$ cat src/ethernet_ip_header_parser_core_assert.svh
// Assertion macros used by the parser controller.
`ifndef ETHERNET_IP_HEADER_PARSER_CORE_ASSERT_SVH
`define ETHERNET_IP_HEADER_PARSER_CORE_ASSERT_SVH

// Check a property on the rising clock, idle while reset is applied.
`define EIPHP_ASSERT(lbl, prop, msg) \
  lbl: assert property (@(posedge clk_i) disable iff (!rst_ni) (prop)) else $error(msg);

// Check a property on the rising clock, reset included.
`define EIPHP_ASSERT_ALWAYS(lbl, prop, msg) \
  lbl: assert property (@(posedge clk_i) (prop)) else $error(msg);

`endif

$ cat src/eiphp_pkg.sv
// Types, codes and constants of the Ethernet/IP header parser.
package eiphp_pkg;

  localparam int unsigned MaxFrameLenDefault = 65535;

  localparam logic [63:0] FnvBasis  = 64'hcbf29ce484222325;
  localparam logic [15:0] EtIpv4    = 16'h0800;
  localparam logic [15:0] EtIpv6    = 16'h86DD;
  localparam logic [15:0] EtVlan    = 16'h8100;
  localparam logic [7:0]  PrIcmp    = 8'd1;
  localparam logic [7:0]  PrTcp     = 8'd6;
  localparam logic [7:0]  PrUdp     = 8'd17;
  localparam logic [7:0]  PrIcmpv6  = 8'd58;
  localparam logic [3:0]  HashBytes = 4'd13;

  localparam logic [1:0] LayerRunt = 2'd0;
  localparam logic [1:0] LayerEth  = 2'd1;
  localparam logic [1:0] LayerIpv4 = 2'd2;
  localparam logic [1:0] LayerIpv6 = 2'd3;

  localparam logic [2:0] KindNone   = 3'd0;
  localparam logic [2:0] KindTcp    = 3'd1;
  localparam logic [2:0] KindUdp    = 3'd2;
  localparam logic [2:0] KindIcmp   = 3'd3;
  localparam logic [2:0] KindIcmpv6 = 3'd4;

  typedef struct packed {
    logic [7:0]  data_byte;
    logic        last_byte;
    logic [63:0] capture_ts;
  } in_item_t;

  typedef struct packed {
    logic [1:0]  layer;
    logic [2:0]  transport_kind;
    logic [15:0] ether_type;
    logic [7:0]  ip_protocol;
    logic [31:0] source_ipv4;
    logic [31:0] dest_ipv4;
    logic [15:0] source_port;
    logic [15:0] dest_port;
    logic [63:0] conn_hash;
    logic [15:0] payload_offset;
    logic [15:0] payload_len;
    logic [63:0] frame_timestamp;
  } out_item_t;

  typedef enum logic [1:0] {
    ST_RX,
    ST_EVAL,
    ST_HASH,
    ST_PUSH
  } state_e;

  typedef struct packed {
    logic take_byte;
    logic eval;
    logic hash_step;
    logic load_out;
  } ctrl_cmd_t;

  typedef struct packed {
    logic need_hash;
    logic hash_last;
  } dp_status_t;

endpackage

$ cat src/ethernet_ip_header_parser_core.sv
// Top level of the Ethernet/IPv4/IPv6/L4 header parser.
//
//  channel | direction | handshake              | payload
//  in      | input     | in_valid_i/in_ready_o  | in_item_i   (in_item_t)
//  out     | output    | out_valid_o/out_ready_i| out_item_o  (out_item_t)
//
// One byte per cycle while a frame streams in; header fields are captured on the fly.
// At the last byte the frame is evaluated, hashed over 13 tuple bytes for IPv4 TCP/UDP,
// and the summary is then loaded into the output register once that register is free.
// Input stalls while the summary is built; a waiting result blocks only the next summary.
// Asynchronous active-low reset clears the byte count, timestamp and control state.
module ethernet_ip_header_parser_core
  import eiphp_pkg::*;
#(
  parameter int unsigned MAX_FRAME_LEN = MaxFrameLenDefault
) (
  input  logic      clk_i,
  input  logic      rst_ni,
  input  logic      in_valid_i,
  output logic      in_ready_o,
  input  in_item_t  in_item_i,
  output logic      out_valid_o,
  input  logic      out_ready_i,
  output out_item_t out_item_o
);

  ctrl_cmd_t  cmd;
  dp_status_t status;

  eiphp_ctrl u_ctrl (
    .clk_i       (clk_i),
    .rst_ni      (rst_ni),
    .in_valid_i  (in_valid_i),
    .in_last_i   (in_item_i.last_byte),
    .in_ready_o  (in_ready_o),
    .out_ready_i (out_ready_i),
    .out_valid_o (out_valid_o),
    .status_i    (status),
    .cmd_o       (cmd)
  );

  eiphp_datapath #(
    .MAX_FRAME_LEN (MAX_FRAME_LEN)
  ) u_datapath (
    .clk_i      (clk_i),
    .rst_ni     (rst_ni),
    .in_item_i  (in_item_i),
    .cmd_i      (cmd),
    .status_o   (status),
    .out_item_o (out_item_o)
  );

endmodule

$ cat src/eiphp_ctrl.sv
// Controller of the header parser: byte intake, evaluation, hash and result hand-off.
module eiphp_ctrl
  import eiphp_pkg::*;
(
  input  logic       clk_i,
  input  logic       rst_ni,
  input  logic       in_valid_i,
  input  logic       in_last_i,
  output logic       in_ready_o,
  input  logic       out_ready_i,
  output logic       out_valid_o,
  input  dp_status_t status_i,
  output ctrl_cmd_t  cmd_o
);

  state_e state_q, state_d;
  logic   out_valid_q, out_valid_d;
  logic   in_fire;
  logic   slot_free;

  assign in_fire   = in_valid_i && in_ready_o;
  assign slot_free = !out_valid_q || out_ready_i;

  // Next state
  always_comb begin
    state_d = state_q;
    unique case (state_q)
      ST_RX:   if (in_fire && in_last_i) state_d = ST_EVAL;
      ST_EVAL: state_d = status_i.need_hash ? ST_HASH : ST_PUSH;
      ST_HASH: if (status_i.hash_last) state_d = ST_PUSH;
      ST_PUSH: if (slot_free) state_d = ST_RX;
      default: state_d = ST_RX;
    endcase
  end

  // Outputs
  always_comb begin
    in_ready_o         = (state_q == ST_RX);
    cmd_o.take_byte    = in_fire;
    cmd_o.eval         = (state_q == ST_EVAL);
    cmd_o.hash_step    = (state_q == ST_HASH);
    cmd_o.load_out     = (state_q == ST_PUSH) && slot_free;
  end

  // Track the result held in the output register
  always_comb begin
    out_valid_d = out_valid_q;
    if (out_valid_q && out_ready_i) out_valid_d = 1'b0;
    if (cmd_o.load_out) out_valid_d = 1'b1;
  end

  always_ff @(posedge clk_i or negedge rst_ni) begin
    if (!rst_ni) begin
      state_q     <= ST_RX;
      out_valid_q <= 1'b0;
    end else begin
      state_q     <= state_d;
      out_valid_q <= out_valid_d;
    end
  end

  assign out_valid_o = out_valid_q;

`include "ethernet_ip_header_parser_core_assert.svh"

  `EIPHP_ASSERT(a_no_overwrite, (cmd_o.load_out && out_valid_q) |-> out_ready_i, "result overwritten")
  `EIPHP_ASSERT(a_last_evals, (in_fire && in_last_i) |=> (state_q == ST_EVAL), "frame end not evaluated")
  `EIPHP_ASSERT(a_skip_hash, (state_q == ST_EVAL && !status_i.need_hash) |=> (state_q == ST_PUSH), "hash not skipped")

endmodule

$ cat src/eiphp_datapath.sv
// Datapath of the header parser: field capture, frame evaluation and the FNV-1a hash.
module eiphp_datapath
  import eiphp_pkg::*;
#(
  parameter int unsigned MAX_FRAME_LEN = MaxFrameLenDefault
) (
  input  logic       clk_i,
  input  logic       rst_ni,
  input  in_item_t   in_item_i,
  input  ctrl_cmd_t  cmd_i,
  output dp_status_t status_o,
  output out_item_t  out_item_o
);

  localparam logic [15:0] MaxLen = MAX_FRAME_LEN[15:0];

  logic [15:0] count_q, count_d, len_q;
  logic [63:0] ts_q;
  logic [15:0] et0_q, et1_q;
  logic [7:0]  ver_q, p4_q, p6_q, doff_q;
  logic [31:0] sip_q, dip_q;
  logic [15:0] sp_q, dp_q;

  // Capture positions for the current byte
  logic [15:0] n, ip_off, rel, l4_rel, l4r, eff_et;
  logic        ip_hit, l4_hit, take;
  logic [7:0]  b;

  assign n      = count_q;
  assign b      = in_item_i.data_byte;
  assign take   = cmd_i.take_byte && (count_q < MaxLen);
  assign ip_off = (et0_q == EtVlan) ? 16'd18 : 16'd14;
  assign eff_et = (et0_q == EtVlan) ? et1_q : et0_q;
  assign rel    = n - ip_off;
  assign ip_hit = (n >= ip_off);
  assign l4_rel = (eff_et == EtIpv6) ? 16'd40 : {10'd0, ver_q[3:0], 2'b00};
  assign l4r    = rel - l4_rel;
  assign l4_hit = ip_hit && (rel >= l4_rel);

  // Count bytes, saturating at the frame limit
  always_comb begin
    count_d = count_q;
    if (take) count_d = count_q + 16'd1;
    if (cmd_i.take_byte && in_item_i.last_byte) count_d = 16'd0;
  end

  always_ff @(posedge clk_i or negedge rst_ni) begin
    if (!rst_ni) begin
      count_q <= 16'd0;
      ts_q    <= 64'd0;
    end else begin
      count_q <= count_d;
      if (cmd_i.take_byte && count_q == 16'd0) ts_q <= in_item_i.capture_ts;
    end
  end

  // Grab header fields as their bytes pass
  always_ff @(posedge clk_i) begin
    if (cmd_i.take_byte && in_item_i.last_byte) len_q <= take ? count_q + 16'd1 : count_q;
    if (take) begin
      if (n == 16'd12 || n == 16'd13) et0_q <= {et0_q[7:0], b};
      if (n == 16'd16 || n == 16'd17) et1_q <= {et1_q[7:0], b};
      if (ip_hit) begin
        if (rel == 16'd0) ver_q <= b;
        if (rel == 16'd6) p6_q <= b;
        if (rel == 16'd9) p4_q <= b;
        if (rel >= 16'd12 && rel <= 16'd15) sip_q <= {sip_q[23:0], b};
        if (rel >= 16'd16 && rel <= 16'd19) dip_q <= {dip_q[23:0], b};
      end
      if (l4_hit) begin
        if (l4r == 16'd0 || l4r == 16'd1) sp_q <= {sp_q[7:0], b};
        if (l4r == 16'd2 || l4r == 16'd3) dp_q <= {dp_q[7:0], b};
        if (l4r == 16'd12) doff_q <= b;
      end
    end
  end

  // Evaluate the frame from the captured fields
  logic        vlan, ok4, ok6, okt, runt;
  logic [15:0] et, off, rem, hl, off2, rem2, thl, offf;
  logic [1:0]  layer;
  logic [2:0]  kind;
  logic [7:0]  proto;
  logic        have_pay, need_hash;

  always_comb begin
    runt  = (len_q < 16'd14);
    vlan  = (et0_q == EtVlan) && (len_q >= 16'd18);
    et    = vlan ? et1_q : et0_q;
    off   = vlan ? 16'd18 : 16'd14;
    rem   = len_q - off;
    hl    = {10'd0, ver_q[3:0], 2'b00};
    ok4   = (et == EtIpv4) && (rem >= 16'd20) && (ver_q[7:4] == 4'd4) &&
            (hl >= 16'd20) && (hl <= rem);
    ok6   = (et == EtIpv6) && (rem >= 16'd40) && (ver_q[7:4] == 4'd6);
    off2  = ok6 ? off + 16'd40 : off + hl;
    rem2  = len_q - off2;
    thl   = {10'd0, doff_q[7:4], 2'b00};
    okt   = (rem2 >= 16'd20) && (thl >= 16'd20) && (thl <= rem2);
    proto = ok4 ? p4_q : (ok6 ? p6_q : 8'd0);
    layer = ok4 ? LayerIpv4 : (ok6 ? LayerIpv6 : LayerEth);
    kind  = KindNone;
    offf  = off2;
    if (ok4 || ok6) begin
      if (proto == PrTcp && okt) begin
        kind = KindTcp;
        offf = off2 + thl;
      end else if (proto == PrUdp && rem2 >= 16'd8) begin
        kind = KindUdp;
        offf = off2 + 16'd8;
      end else if (ok4 && proto == PrIcmp && rem2 >= 16'd8) begin
        kind = KindIcmp;
        offf = off2 + 16'd8;
      end else if (ok6 && proto == PrIcmpv6 && rem2 >= 16'd8) begin
        kind = KindIcmpv6;
        offf = off2 + 16'd8;
      end
    end
    have_pay  = ok6 || (ok4 && kind != KindNone);
    need_hash = !runt && ok4 && (kind == KindTcp || kind == KindUdp);
    if (runt) begin
      layer = LayerRunt;
      kind  = KindNone;
      et    = 16'd0;
      proto = 8'd0;
    end
  end

  // Hold the evaluated summary
  out_item_t   ev_q;
  logic [63:0] h_q;
  logic [103:0] hv_q;
  logic [3:0]  hcnt_q;
  logic        hen_q;

  logic        swap;
  logic [31:0] a1, a2;
  logic [15:0] p1, p2;

  assign swap = !((sip_q < dip_q) || (sip_q == dip_q && sp_q < dp_q));
  assign a1   = swap ? dip_q : sip_q;
  assign a2   = swap ? sip_q : dip_q;
  assign p1   = swap ? dp_q : sp_q;
  assign p2   = swap ? sp_q : dp_q;

  always_ff @(posedge clk_i) begin
    if (cmd_i.eval) begin
      ev_q.layer           <= layer;
      ev_q.transport_kind  <= kind;
      ev_q.ether_type      <= et;
      ev_q.ip_protocol     <= proto;
      ev_q.source_ipv4     <= (!runt && ok4) ? sip_q : 32'd0;
      ev_q.dest_ipv4       <= (!runt && ok4) ? dip_q : 32'd0;
      ev_q.source_port     <= (kind == KindTcp || kind == KindUdp) ? sp_q : 16'd0;
      ev_q.dest_port       <= (kind == KindTcp || kind == KindUdp) ? dp_q : 16'd0;
      ev_q.conn_hash       <= 64'd0;
      ev_q.payload_offset  <= (!runt && have_pay && offf < len_q) ? offf : 16'd0;
      ev_q.payload_len     <= (!runt && have_pay && offf < len_q) ? len_q - offf : 16'd0;
      ev_q.frame_timestamp <= ts_q;
      hen_q                <= need_hash;
    end
  end

  // Run the hash one byte per cycle, least significant byte first
  logic [63:0] hx, hmul;
  assign hx   = h_q ^ {56'd0, hv_q[7:0]};
  assign hmul = (hx << 40) + (hx << 8) + (hx << 7) + (hx << 5) + (hx << 4) + (hx << 1) + hx;

  always_ff @(posedge clk_i or negedge rst_ni) begin
    if (!rst_ni) begin
      hcnt_q <= 4'd0;
    end else if (cmd_i.eval) begin
      hcnt_q <= 4'd0;
    end else if (cmd_i.hash_step) begin
      hcnt_q <= hcnt_q + 4'd1;
    end
  end

  always_ff @(posedge clk_i) begin
    if (cmd_i.eval) begin
      h_q  <= FnvBasis;
      hv_q <= {proto, p2[15:8], p2[7:0], p1[15:8], p1[7:0], a2, a1};
    end else if (cmd_i.hash_step) begin
      h_q  <= hmul;
      hv_q <= {8'd0, hv_q[103:8]};
    end
  end

  assign status_o.need_hash = need_hash;
  assign status_o.hash_last = (hcnt_q == HashBytes - 4'd1);

  // Merge the hash into the summary
  out_item_t load_item;
  always_comb begin
    load_item           = ev_q;
    load_item.conn_hash = hen_q ? h_q : 64'd0;
  end

  // Load the output register
  always_ff @(posedge clk_i) begin
    if (cmd_i.load_out) begin
      out_item_o <= load_item;
    end
  end

endmodule

$ cat config.mk
export PLATFORM = sky130hd
export DESIGN_NAME = ethernet_ip_header_parser_core
export DESIGN_NICKNAME = d
export VERILOG_FILES = /design/src/eiphp_pkg.sv /design/src/ethernet_ip_header_parser_core.sv /design/src/eiphp_ctrl.sv /design/src/eiphp_datapath.sv
export VERILOG_INCLUDE_DIRS = /design/src /design/src/src
export SDC_FILE = /design/constraint.sdc
export NUM_CORES = 2
export LEC_CHECK = 0
export ABC_AREA = 1
export BUFFER_PORTS_ARGS = -buffer_cell sky130_fd_sc_hd__clkbuf_2
export CORE_AREA = 5 5 406 248
export CTS_CLUSTER_DIAMETER = 120
export CTS_CLUSTER_SIZE = 24
export DETAILED_ROUTE_END_ITERATION = 7
export DIE_AREA = 0 0 411 253
export MAX_ROUTING_LAYER = met4
export PLACE_DENSITY = 0.73
export SYNTH_ARGS = -nofsm -noshare
export SYNTH_HDL_FRONTEND = slang
export SYNTH_SLANG_ARGS = --single-unit
$ cat constraint.sdc
create_clock -name clk_i -period 26.8 [get_ports clk_i]
set_input_delay 2.68 -clock clk_i [delete_from_list [all_inputs] [get_ports clk_i]]
set_output_delay 2.68 -clock clk_i [all_outputs]
set_load 0.01 [all_outputs]
==> results.sh <==
export IMPL_status="finished, final reports clean"
export IMPL_grt_overflow=0
export IMPL_rsz0062_at_grt="false"
export IMPL_slowest_delay_ns=0.66
export IMPL_h_tree_depth=2
export IMPL_fin_crit_ns=11.28
export IMPL_crit_path_top_delay_cell="o21ai_0"
export IMPL_core_area_sq_um=96990
export IMPL_slew_violations=0
export IMPL_dp_hpwl_mm=96.49
export IMPL_ys_async_sr_fraction_pct=9.498
export IMPL_dieArea_sq_um=104000
export IMPL_drt_initial_drc_count=3811
export IMPL_dr_pass1_iters=6
export IMPL_r2r_cells=50
export IMPL_layout_nets=5123
export IMPL_ys_types=63
export IMPL_cts_hold_buffers=0
export IMPL_crit_type="reg2reg"
export IMPL_fin_tns_setup_ns=0
export IMPL_fill_cells=8209
export IMPL_grt_max_degree=129
export IMPL_cts_tree="built"
export IMPL_cts_max_path_buffers=3
export IMPL_pin_count=364
export IMPL_start_kind="flip-flop"
export IMPL_path_max_fanout=23
export IMPL_hold_slack_ns=0.4154
export IMPL_relSlewSlack_pct=24.22
export IMPL_postCtsSetupRepairBufs=0
export IMPL_synthCells=4266
export IMPL_cts_root_buf="clkbuf_16"
export IMPL_required_ns=27.26
export IMPL_worst_path_buf_inv=7
export IMPL_drt_total_wl_mm=128.1
export IMPL_ys_warn_count=0
export IMPL_ys_ff_latch=916
export IMPL_arrival_ns=11.74
export IMPL_grt_use_total_pct=25.09
export IMPL_critPathMostFrequentCell="nand2_1"
export IMPL_die_w_um=411
export IMPL_worstHoldStart="u_datapath.ev_q[42]$_DFFE_PP_"
export IMPL_ys_seq_area_share_pct=55.12
export IMPL_yosys_area_top_type_share_pct=47.90
export IMPL_numCtsBuffers=44
export IMPL_ant_nets=0
export IMPL_drive_above_1_share_pct=13.37
export IMPL_syn_to_final_growth_pct=9.461
export IMPL_rows=89
export IMPL_vias=32360
export IMPL_finalHoldViolations=0
export IMPL_synth_ff_type="edfxtp_1"
export IMPL_synth_top_area_cell="edfxtp_1"
export IMPL_synth_area_sq_um=47950
export IMPL_end_kind="flip-flop"
export IMPL_hold_path_end="u_datapath.out_item_o[42]$_DFFE_PP_"
export IMPL_drc=0
export IMPL_hp_class="reg2reg"
export IMPL_viasPerCell=5.444
export IMPL_cts_resized=0
export IMPL_finalSetupViolCount=0
export IMPL_tightest_slew_ns=1.135
export IMPL_clk_latency_ns=0.68
export IMPL_grt_pass1_wl_mm=192.5
export IMPL_initial_core_util_pct=49.44
export IMPL_worst_r2r_endpoint="u_datapath.ev_q[69]$_SDFFCE_PN0P_"
export IMPL_rr_startpoint="u_datapath.et0_q[7]$_DFFE_PP_"
export IMPL_path_clk_slew_ns=0.11
export IMPL_synth_edff_count=765
export IMPL_clock_sinks=916
export IMPL_antenna_found_initial=6
export IMPL_synth_avg_cell_area_sq_um=11.24
export IMPL_drv_cap=0
export IMPL_rrSetupSlack_ns=15.52
export IMPL_cpLargestDelayFamily="simple AND/OR/NAND/NOR gates"
export IMPL_period_share_pct=42.10
export IMPL_fin_skew_ns=0.08101
export IMPL_wl_per_cell_um=21.55
export IMPL_routabilityCongestion=0.9884
export IMPL_io_buffer_count=354
export IMPL_synth_area_top_cells="edfxtp_1 (48%), fa_1 (11%), ha_1 (5.3%)"
export IMPL_fmax_mhz=88.64
export IMPL_hold_depth=0
export IMPL_grt_pass1_vias=30910
export IMPL_die_h_um=253
-- how the worst max path moves through the flow --
stage,start,to,depth (start not counted)
after floorplan,out_ready_i,u_datapath.out_item_o[0]$_DFFE_PP_,2
after global placement,u_datapath.et0_q[7]$_DFFE_PP_,u_datapath.ev_q[69]$_SDFFCE_PN0P_,50
after detailed placement,u_datapath.et0_q[7]$_DFFE_PP_,u_datapath.ev_q[69]$_SDFFCE_PN0P_,50
after CTS,u_datapath.et0_q[4]$_DFFE_PP_,u_datapath.ev_q[69]$_SDFFCE_PN0P_,50
after global routing,u_datapath.et0_q[4]$_DFFE_PP_,u_datapath.ev_q[69]$_SDFFCE_PN0P_,52
final,u_datapath.et0_q[7]$_DFFE_PP_,u_datapath.ev_q[69]$_SDFFCE_PN0P_,50
-- sequential cells by signal, summed over array words and instances, names as in the netlist, 32 cells and up --
signal                 flops
u_datapath.dip_q          32
u_datapath.ev_q          212
u_datapath.h_q            64
u_datapath.hv_q          104
u_datapath.out_item_o    276
u_datapath.sip_q          32
u_datapath.ts_q           64
-- kinds of logic (layout without fill, tap and decap cells) --
logic type	count (synthesis)	count (layout)	synth area share (%)
adders and majority gates	461	461	16.07
buffers and inverters	705	1052	5.753
DFF	916	916	55.12
and+or+nand+nor	1417	1417	12.85
AOI/OAI and AO/OA	608	608	6.987
xor gates and xnor gates	94	94	1.717
other	1	13	0.007820
muxes	64	64	1.503
-- placed cells by master (no fill, tap or decap), drive strengths merged, types with 16 or more instances in the layout --
cell type and count:
edfxtp 765, nand2 687, inv 587, clkbuf 432, nor2 425, a21oi 287
fa 258, o21ai 222, ha 203, nand3 138, dfrtp 87, nand4 66
mux2 64, dfxtp 64, xor2 62, nor3 43, xnor2 32, buf 30
a31oi 22, nor4 17, nand3b 16
-- cells in the mapped netlist, types with 66 or more instances --
cell type,number
nand4_1,66
edfxtp_1,765
nor2_1,367
o21ai_0,217
fa_1,258
inv_1,582
dfrtp_1,87
a21oi_1,282
nand3_1,128
nand2_1,676
ha_1,203
clkbuf_1,86
-- layout make-up --
| cell class | instances | area (sq um) | share of cell area, % |
|---|---|---|---|
| inverter | 587 | 2208 | 4.207 |
| clock buffer | 79 | 1254 | 2.388 |
| antenna | 4 | 10.01 | 0.01907 |
| multi-input combinational | 2653 | 18880 | 35.97 |
| sequential | 916 | 26430 | 50.35 |
| clock inverter | 3 | 66.31 | 0.1263 |
| tap | 1319 | 1650 | 3.144 |
| timing repair buffer | 383 | 1992 | 3.795 |
-- metrics by stage --
| step | setup slack, ns | util (%) | instance area (sq um) | std cells |
|---|---|---|---|---|
| 6_report | 15.52 | 54.12 | 52490 | 5944 |
| 5_1_grt | 14.54 | 54.11 | 52480 | 5941 |
| 4_1_cts | 15.77 | 54.11 | 52480 | 5940 |
| 3_5_place_dp | 15.85 | 52.75 | 51160 | 5858 |
| 3_3_place_gp | 16.22 | 52.75 | 51160 | 5858 |
| 2_1_floorplan | 9.921 | - | 47980 | 4274 |
-- worst register-to-register path: cells and delay by family (launching register included) --
family	cells	cell delay [ns]
buffers and inverters	7	0.98
and+or+nand+nor	24	4.70
adders and majority gates	4	1.45
DFF	1	0.47
AOI/OAI and AO/OA	13	3.04
xor gates and xnor gates	2	0.45
-- metal layers --
metal | vias up | global-route usage [%] | share of wire (%)
met2 | 1349 | 33.33 | 41
met4 | 0 | 5.033 | 2.2
li1 | 14950 | - | -
met3 | 143 | 6.828 | 10
met5 | - | - | 0
met1 | 15920 | 38.56 | 46
Power is not shown: default switching activity piles up to over one toggle a cycle in this logic, so the estimate is an artifact.
